<file path="src/rtl/sdct_pkg.sv">
// Package for the six-digit countdown timer: shared types, widths,
// seven-segment codes and per-digit limits.
// No dependencies.
package sdct_pkg;

   // Field and bus widths
   localparam int DIGIT_W          = 4;
   localparam int DIGIT_N          = 6;
   localparam int CURSOR_W         = 3;
   localparam int RELOAD_W         = 16;
   localparam int SLOT_W           = 4;
   localparam int SEG_W            = 7;
   localparam int SEL_W            = 6;
   localparam int REQ_DATA_W       = 8;
   localparam int RSP_DATA_W       = 16;

   localparam int SCAN_LAST_DEFAULT = 6;
   localparam logic [RELOAD_W-1:0] COUNT_RELOAD_RESET = 16'd10;

   // HH:MM:SS digits, index 0 is hour tens, index 5 is second units
   typedef logic [DIGIT_N-1:0][DIGIT_W-1:0] digits_type;

   typedef struct packed {
      logic btn_increment;
      logic btn_move;
      logic btn_play;
      logic btn_reset;
   } buttons_type;

   // Timer state after the current tick, handed to the display
   typedef struct packed {
      digits_type digits;
      logic       relay;
      logic       running;
   } timer_status_type;

   // Segment patterns, bit0 = a ... bit6 = g
   localparam logic [SEG_W-1:0] SEG_CODE [10] = '{
      7'h3F, 7'h06, 7'h5B, 7'h4F, 7'h66, 7'h6D, 7'h7D, 7'h07, 7'h7F, 7'h6F
   };

   // Increment limit and borrow refill per digit
   localparam logic [DIGIT_W-1:0] DIGIT_LIMIT [DIGIT_N] = '{
      4'd9, 4'd9, 4'd5, 4'd9, 4'd5, 4'd9
   };
   localparam logic [DIGIT_W-1:0] BORROW_FILL [DIGIT_N] = '{
      4'd0, 4'd9, 4'd5, 4'd9, 4'd5, 4'd9
   };

   localparam logic [CURSOR_W-1:0] CURSOR_LAST = 3'd5;

endpackage

</file>
<file path="src/rtl/six_digit_countdown_timer.sv">
// Six-digit HH:MM:SS countdown timer with multiplexed seven-segment scan.
//
// req channel: one request per tick, carrying the four button levels.
// rsp channel: one result per request: segment pattern, active-low digit
// select, relay drive and running flag.
// csr channel: writes count_reload, the prescaler terminal value; the
// digits step down once every count_reload + 1 ticks while running.
// csr_ready is always high; write it only while no request is in flight.
//
// The result of an accepted request is in the output register in the next
// cycle. Throughput is one request per cycle while the output register is
// empty or being taken: all per-tick work is one pass of logic between the
// state registers and the output register. req_tready stays high while the
// output register is empty or being taken, so a stalled receiver holds back exactly one result.
//
// Synchronous reset clears the timer (stopped, 00:00:00, cursor 0, relay
// off), sets count_reload to 10, restarts the scan at slot 0 with no digit
// selected, and empties the output register.
// Depends on sdct_pkg, sdct_core and sdct_display.
module six_digit_countdown_timer #(
   parameter int SCAN_LAST = sdct_pkg::SCAN_LAST_DEFAULT
) (
   input  logic                            clock,
   input  logic                            reset,
   // req_tdata: btn_increment, btn_move, btn_play, btn_reset, zero pad
   input  logic                            req_tvalid,
   output logic                            req_tready,
   input  logic [sdct_pkg::REQ_DATA_W-1:0] req_tdata,
   // rsp_tdata: segments[6:0], digit_select[12:7], relay, running, zero pad
   output logic                            rsp_tvalid,
   input  logic                            rsp_tready,
   output logic [sdct_pkg::RSP_DATA_W-1:0] rsp_tdata,
   // count_reload write
   input  logic                            csr_valid,
   output logic                            csr_ready,
   input  logic [sdct_pkg::RELOAD_W-1:0]   csr_data
);
   import sdct_pkg::*;

   logic [RELOAD_W-1:0]   reload_ff;
   logic                  rsp_valid_ff, rsp_valid_in;
   logic [RSP_DATA_W-1:0] rsp_data_ff,  rsp_data_in;
   logic                  accept;
   buttons_type           buttons;
   timer_status_type      status;
   logic [SEG_W-1:0]      segments;
   logic [SEL_W-1:0]      digit_select;

   // Handshake
   assign req_tready = !rsp_valid_ff || rsp_tready;
   assign accept     = req_tvalid && req_tready;
   assign csr_ready  = 1'b1;

   assign buttons.btn_increment = req_tdata[0];
   assign buttons.btn_move      = req_tdata[1];
   assign buttons.btn_play      = req_tdata[2];
   assign buttons.btn_reset     = req_tdata[3];

   // Prescaler terminal value register
   always_ff @(posedge clock) begin
      if (reset) begin
         reload_ff <= COUNT_RELOAD_RESET;
      end else if (csr_valid && csr_ready) begin
         reload_ff <= csr_data;
      end
   end

   sdct_core u_core (
      .clock        (clock),
      .reset        (reset),
      .advance      (accept),
      .buttons      (buttons),
      .count_reload (reload_ff),
      .status       (status)
   );

   sdct_display #(
      .SCAN_LAST (SCAN_LAST)
   ) u_display (
      .clock        (clock),
      .reset        (reset),
      .advance      (accept),
      .digits       (status.digits),
      .segments     (segments),
      .digit_select (digit_select)
   );

   // Output register
   always_comb begin
      rsp_data_in = {1'b0, status.running, status.relay, digit_select, segments};
      if (accept) begin
         rsp_valid_in = 1'b1;
      end else if (rsp_tready) begin
         rsp_valid_in = 1'b0;
      end else begin
         rsp_valid_in = rsp_valid_ff;
      end
   end

   always_ff @(posedge clock) begin
      if (reset) begin
         rsp_valid_ff <= 1'b0;
      end else begin
         rsp_valid_ff <= rsp_valid_in;
      end
   end

   always_ff @(posedge clock) begin
      if (accept) begin
         rsp_data_ff <= rsp_data_in;
      end
   end

   assign rsp_tvalid = rsp_valid_ff;
   assign rsp_tdata  = rsp_data_ff;

   // The relay is never on while the timer is stopped
   a_relay_off_when_stopped : assert property (@(posedge clock) disable iff (reset)
      rsp_valid_ff && !rsp_data_ff[14] |-> !rsp_data_ff[13])
      else $error("relay on while timer stopped");

   // At most one digit selected
   a_one_digit_selected : assert property (@(posedge clock) disable iff (reset)
      rsp_valid_ff |-> $countones(~rsp_data_ff[12:7]) <= 1)
      else $error("more than one digit selected");

   // A lit pattern always goes with a selected digit
   a_lit_needs_select : assert property (@(posedge clock) disable iff (reset)
      rsp_valid_ff && rsp_data_ff[6:0] != '0 |-> rsp_data_ff[12:7] != '1)
      else $error("segments lit with no digit selected");

   // An empty output register never blocks requests
   a_ready_when_empty : assert property (@(posedge clock) disable iff (reset)
      !rsp_valid_ff |-> req_tready)
      else $error("request stalled with empty output register");

endmodule

</file>
<file path="src/rtl/sdct_core.sv">
// Timer state for the countdown timer: run flag, digits, cursor, button
// edge latches, prescaler and relay. Updated once per accepted request.
// Depends on sdct_pkg.
module sdct_core (
   input  logic                          clock,
   input  logic                          reset,
   input  logic                          advance,
   input  sdct_pkg::buttons_type         buttons,
   input  logic [sdct_pkg::RELOAD_W-1:0] count_reload,
   output sdct_pkg::timer_status_type    status
);
   import sdct_pkg::*;

   logic                run_ff,    run_in;
   digits_type          digits_ff, digits_in;
   logic [CURSOR_W-1:0] cursor_ff, cursor_in;
   logic                move_latch_ff, move_latch_in;
   logic                incr_latch_ff, incr_latch_in;
   logic [RELOAD_W-1:0] prescale_ff, prescale_in;
   logic                relay_ff,  relay_in;

   logic                was_running;
   logic                borrow;

   // Next state for one tick: play/reset, move, increment, countdown
   always_comb begin
      run_in        = run_ff;
      digits_in     = digits_ff;
      cursor_in     = cursor_ff;
      move_latch_in = move_latch_ff;
      incr_latch_in = incr_latch_ff;
      prescale_in   = prescale_ff;
      relay_in      = relay_ff;
      borrow        = 1'b1;

      // play wins over reset
      if (buttons.btn_play) begin
         run_in = 1'b1;
      end else if (buttons.btn_reset) begin
         run_in        = 1'b0;
         digits_in     = '0;
         cursor_in     = '0;
         move_latch_in = 1'b0;
         prescale_in   = '0;
         relay_in      = 1'b0;
      end

      // setting mode: edge-detected move and increment
      if (!run_in) begin
         if (buttons.btn_move && !move_latch_in) begin
            move_latch_in = 1'b1;
            cursor_in = (cursor_in >= CURSOR_LAST) ? '0 : cursor_in + 3'd1;
         end else if (!buttons.btn_move && move_latch_in) begin
            move_latch_in = 1'b0;
         end
         if (buttons.btn_increment && !incr_latch_in) begin
            incr_latch_in = 1'b1;
            if (cursor_in < 3'(DIGIT_N)) begin
               if (digits_in[cursor_in] >= DIGIT_LIMIT[cursor_in]) begin
                  digits_in[cursor_in] = '0;
               end else begin
                  digits_in[cursor_in] = digits_in[cursor_in] + 4'd1;
               end
            end
         end else if (!buttons.btn_increment && incr_latch_in) begin
            incr_latch_in = 1'b0;
         end
      end

      // countdown: zero check, prescaler, borrow chain
      was_running = run_in;
      if (was_running) begin
         if (digits_in == '0) begin
            run_in        = 1'b0;
            cursor_in     = '0;
            move_latch_in = 1'b0;
            prescale_in   = '0;
            relay_in      = 1'b0;
         end else begin
            relay_in = 1'b1;
         end
         if (prescale_in != count_reload) begin
            prescale_in = prescale_in + 16'd1;
         end else begin
            prescale_in = '0;
            for (int i = DIGIT_N - 1; i >= 1; i--) begin
               if (borrow) begin
                  if (digits_in[i] != '0) begin
                     digits_in[i] = digits_in[i] - 4'd1;
                     borrow       = 1'b0;
                  end else begin
                     digits_in[i] = BORROW_FILL[i];
                  end
               end
            end
            // hour tens stops at zero
            if (borrow && digits_in[0] != '0) begin
               digits_in[0] = digits_in[0] - 4'd1;
            end
         end
      end
   end

   // State registers
   always_ff @(posedge clock) begin
      if (reset) begin
         run_ff        <= 1'b0;
         digits_ff     <= '0;
         cursor_ff     <= '0;
         move_latch_ff <= 1'b0;
         incr_latch_ff <= 1'b0;
         prescale_ff   <= '0;
         relay_ff      <= 1'b0;
      end else if (advance) begin
         run_ff        <= run_in;
         digits_ff     <= digits_in;
         cursor_ff     <= cursor_in;
         move_latch_ff <= move_latch_in;
         incr_latch_ff <= incr_latch_in;
         prescale_ff   <= prescale_in;
         relay_ff      <= relay_in;
      end
   end

   assign status.digits  = digits_in;
   assign status.relay   = relay_in;
   assign status.running = run_in;

endmodule

</file>
<file path="src/rtl/sdct_display.sv">
// Multiplexed display scan for the countdown timer: scan slot counter,
// held digit select and seven-segment decode of the current digit.
// Depends on sdct_pkg.
module sdct_display #(
   parameter int SCAN_LAST = sdct_pkg::SCAN_LAST_DEFAULT
) (
   input  logic                       clock,
   input  logic                       reset,
   input  logic                       advance,
   input  sdct_pkg::digits_type       digits,
   output logic [sdct_pkg::SEG_W-1:0] segments,
   output logic [sdct_pkg::SEL_W-1:0] digit_select
);
   import sdct_pkg::*;

   localparam logic [SLOT_W:0] ScanLastExt = (SLOT_W + 1)'(SCAN_LAST);

   logic [SLOT_W-1:0]   slot_ff,   slot_in;
   logic [SEL_W-1:0]    select_ff, select_in;
   logic [SLOT_W:0]     slot_ext;
   logic [SLOT_W:0]     slot_dist;
   logic [CURSOR_W-1:0] shown;
   logic                in_window;

   // Slot s in [SCAN_LAST-5, SCAN_LAST] shows digit SCAN_LAST-s
   always_comb begin
      slot_ext  = {1'b0, slot_ff};
      slot_dist = ScanLastExt - slot_ext;
      shown     = slot_dist[CURSOR_W-1:0];
      in_window = (slot_ext + (SLOT_W + 1)'(DIGIT_N - 1) >= ScanLastExt) &&
                  (slot_ext <= ScanLastExt);
      select_in = select_ff;
      segments  = '0;
      if (in_window) begin
         select_in = ~(SEL_W'(1) << shown);
         if (digits[shown] < 4'd10) begin
            segments = SEG_CODE[digits[shown]];
         end
      end
      slot_in = (slot_ext >= ScanLastExt) ? '0 : slot_ff + 4'd1;
   end

   // Scan registers
   always_ff @(posedge clock) begin
      if (reset) begin
         slot_ff   <= '0;
         select_ff <= '1;
      end else if (advance) begin
         slot_ff   <= slot_in;
         select_ff <= select_in;
      end
   end

   assign digit_select = select_in;

endmodule

</file>
<file path="config.mk">
export PLATFORM = sky130hd
export DESIGN_NAME = six_digit_countdown_timer
export DESIGN_NICKNAME = d
export VERILOG_FILES = /design/src/rtl/sdct_pkg.sv /design/src/rtl/six_digit_countdown_timer.sv /design/src/rtl/sdct_core.sv /design/src/rtl/sdct_display.sv
export SDC_FILE = /design/constraint.sdc
export NUM_CORES = 1
export LEC_CHECK = 0
export BUFFER_PORTS_ARGS = -buffer_cell sky130_fd_sc_hd__buf_2
export CORE_MARGIN = 5
export CORE_UTILIZATION = 60
export DETAILED_ROUTE_END_ITERATION = 10
export HOLD_SLACK_MARGIN = 0.12
export PLACE_DENSITY = 0.76
export SETUP_SLACK_MARGIN = 0.05
export SLEW_MARGIN = 20
export SYNTH_ARGS = -nofsm -noshare
export SYNTH_HDL_FRONTEND = slang
export SYNTH_HIERARCHICAL = 1
export SYNTH_SLANG_ARGS = --single-unit
</file>
<file path="constraint.sdc">
create_clock -name clock -period 9.55 [get_ports clock]
set_clock_uncertainty 0.1 [all_clocks]
set_input_delay 0.955 -clock clock [delete_from_list [all_inputs] [get_ports clock]]
set_output_delay 0.955 -clock clock [all_outputs]
set_load 0.005 [all_outputs]
</file>
==> run_results.csv <==
group,metric,value,unit
status,status,"complete, no violations",
setup_path,critPathKind,"in2reg",
setup_path,r2r_cells,34,
sta,final.min_clock_period,8860,ps
final_layout,area.growth.synth_to_final,6.55,%
global_route,grt_pass1_vias,6449,
synthesis,netlist_top_cells_area,"dfxtp_1 (20%), edfxtp_1 (6.2%), nor2_1 (5.8%)",
global_route,grt.total_usage,28.1,%
place,port_buffers,41,
clock_network,postCtsSetupRepairBufs,0,
detailed_routing,viasPerCell,6.63,
detailed_routing,routedWlPerCell,18.7,µm
floorplanning,ioPinCount,48,
synthesis,syn-cell-area,7290,µm²
sta,finalHoldViolCount,0,
sta,fin_setup_tns,0,ps
clock_network,clk-insertion-delay-late,340,ps
synthesis,synth_largest_area_cell,"dfxtp_1",
setup_path,worstSetupEndpoint,"rsp_tdata[1]$_DFFE_PP_",
setup_path,rr_endpoint,"rsp_tdata[1]$_DFFE_PP_",
synthesis,yosysWarnings,6,
final_layout,fin_cells,1085,
sta,fin_crit_sh,92.8,%
synthesis,async_reset_ff_share,0,%
synthesis,synth_cells,926,
setup_path,worstSetupStartpoint,"req_tdata[2]",
final_layout,fillers,1036,
floorplanning,dieArea,14500,µm²
synthesis,synth_edf_count,15,
clock_network,htreeDepth,3,
detailed_routing,dr.pass1.iters,6,
sta,fmaxAchievable,113,MHz
detailed_routing,drc,0,
detailed_routing,postRouteAntennaNets,0,
setup_path,end_kind,"flop",
synthesis,synth_top_cell_area_share,20.3,%
clock_network,clockBufferDepth,2,
final_layout,num-nets-final,981,
setup_path,startpoint_type,"input pin",
floorplanning,die_width,120,µm
synthesis,yosys.cell_types.count,105,
setup_path,critPathSlowestCell,"or3_4",
sta,slew_headroom,40.2,%
setup_path,critPathArrivalTime,8950,ps
clock_network,cts_buffers,9,
place,gp_congestion,1.00,
final_layout,stdcell_area,7770,µm²
synthesis,yosysSeqAreaShare,26.5,%
sta,tightest_slew,890,ps
detailed_routing,routed_wl,20300,µm
global_route,grt_pass1_wl,33100,µm
final_layout,final_core_util,65.0,%
synthesis,syn_area_per_cell,7.88,µm²
global_route,grt_max_degree,66,
detailed_routing,drt_iter0_drc,861,
sta,setup_viol,0,
min_path,hp-class,"reg2reg",
detailed_routing,vias,7193,
power_and_ir_drop,p_leak,2.99,nW
sta,grt_setup_unrepaired,"false",
clock_network,cts.clk_slew.worst_paths,60,ps
setup_path,required,9640,ps
floorplanning,start_util,61.0,%
place,dp_cells,1069,
clock_network,cts_tree,"done",
setup_path,r2r_start,"u_core/cursor_ff[0]$_SDFFE_PP0P_",
setup_path,cp_max_fo,12,
clock_network,clock-sinks,89,
final_layout,diodes,0,
clock_network,ctsHoldBuffers,0,
floorplanning,core_area,12000,µm²
global_route,overflow,0,
place,hpwlAfterDp,14700,µm
final_layout,drive_gt1_share,14.0,%
setup_path,cpPeakStageDelay,460,ps
floorplanning,die_h,120,µm
place,placed_area,7480,µm²
clock_network,postCtsResizedCells,0,
synthesis,syn_nets,974,
run,drv_cap,0,
power_and_ir_drop,vdd_drop_max,0.112,mV
sta,slew_viol_final,0,
setup_path,reg2reg_slack,970,ps
global_route,antenna_found_initial,0,
floorplanning,fp-row-count,40,
synthesis,synth_top_flop_cell,"dfxtp_1",
clock_network,cts-root-buf,"clkbuf_16",
synthesis,synth_seq_cells,89,
power_and_ir_drop,power_density,129,nW/µm²
==> cell type report <==
type | count | area (µm²) | area share [%]
clock buffers | 12 | 236 | 3.04
clock inverters | 4 | 52.6 | 0.676
inverters | 32 | 120 | 1.55
multi-input cells | 747 | 4930 | 63.5
flip-flops and latches | 89 | 1930 | 24.9
well taps | 147 | 184 | 2.37
repair buffers | 54 | 315 | 4.06
==> per-layer routing <==
| metal | wire, µm | GRT usage [%] | part of all wire [%] | vias up |
|---|---|---|---|---|
| li1 | - | - | - | 3442 |
| met1 | 8760 | 38.9 | 43 | 3364 |
| met2 | 9220 | 44.2 | 45 | 353 |
| met3 | 1930 | 5.89 | 9.5 | 34 |
| met4 | 390 | 8.14 | 1.9 | 0 |
| met5 | 0 | 0 | 0 | - |
==> worst max-delay path, delay by kind of cell <==
kind / cells / cell delay [ps]
simple gates: 10 / 2480
compound gates: 15 / 3470
fa+ha+maj: 4 / 1030
mux: 1 / 310
buf+inv: 4 / 650
==> power breakdown <==
part | total, mW | internal, mW | switching, mW
Clock | 0.349 | 0.204 | 0.145
Sequential | 0.423 | 0.405 | 0.0181
Combinational | 0.231 | 0.0832 | 0.148
Total | 1.00 | 0.692 | 0.311
==> cell usage after synthesis, drive strengths merged, types with 15 or more instances <==
master	n
nor2	115
nand2	91
dfxtp	74
o21ai	68
a21oi	57
mux2i	37
buf	32
inv	31
nand3	28
nor3	27
clkbuf	26
a211oi	21
a31oi	21
ha	19
xnor2	16
and3	15
edfxtp	15
==> registers in the layout, summed over array words and instances (netlist names) <==
name,flops
u_core/incr_latch_ff,1
u_core/prescale_ff,16
u_core/digits_ff,24
u_display/slot_ff,4
reload_ff,16
u_display/select_ff,6
u_core/move_latch_ff,1
u_core/run_ff,1
u_core/cursor_ff,3
u_core/relay_ff,1
rsp_tdata,15
rsp_tvalid,1
==> worst min path at each step <==
stage | startpoint | end | slack (ps) | cells after the start
4_1_cts | u_display/select_ff[0]$_SDFFE_PP1P_ | u_display/select_ff[0]$_SDFFE_PP1P_ | 360 | 1
3_5_place_dp | u_display/select_ff[0]$_SDFFE_PP1P_ | u_display/select_ff[0]$_SDFFE_PP1P_ | 350 | 1
6_report | u_display/select_ff[3]$_SDFFE_PP1P_ | u_display/select_ff[3]$_SDFFE_PP1P_ | 370 | 1
2_1_floorplan | u_display/select_ff[0]$_SDFFE_PP1P_ | u_display/select_ff[0]$_SDFFE_PP1P_ | 340 | 1
5_1_grt | u_display/select_ff[1]$_SDFFE_PP1P_ | u_display/select_ff[1]$_SDFFE_PP1P_ | 380 | 1
3_3_place_gp | u_display/select_ff[3]$_SDFFE_PP1P_ | u_display/select_ff[3]$_SDFFE_PP1P_ | 340 | 1
==> cells in the final DEF (no fill, tap or decap), types with 8 or more instances in the layout <==
master	count
nor3_1	23
ha_1	19
clkbuf_16	9
nand2b_1	9
a211oi_1	15
a211o_1	14
o22ai_1	11
edfxtp_1	15
dfxtp_1	74
nand3_1	26
and2_1	10
nor2b_1	11
nor2_1	113
mux2i_1	37
a21oi_1	53
nor4_1	10
inv_1	29
o221ai_1	9
buf_2	41
nand2_1	89
buf_4	12
o21ai_0	58
or3_1	11
xnor2_1	15
nand4_1	8
and3_1	14
a31oi_1	20
a21o_1	14
==> kinds of logic (layout without fill, tap and decap cells) <==
group	Yosys count	count (layout)	share of synthesized area [%]
buffers and inverters	90	102	6.07
AOI/OAI and AO/OA	290	290	29.5
other	2	2	0.103
xor gates and xnor gates	19	19	2.38
DFF	89	89	26.5
and+or+nand+nor	369	369	25.4
muxes	48	48	6.88
adders and majority gates	19	19	3.26
==> stage by stage <==
| step | worst slack, ps | power, mW | hold slack, ps |
|---|---|---|---|
| floorplan | 797 | 0.598 | 335 |
| CTS | 924 | 1.00 | 364 |
| finish | 690 | 1.00 | 370 |
| detailed placement | 581 | 0.656 | 349 |
| global placement | 704 | 0.652 | 344 |
| global route | 356 | 1.05 | 382 |
Power figures use the tool's default switching activity.
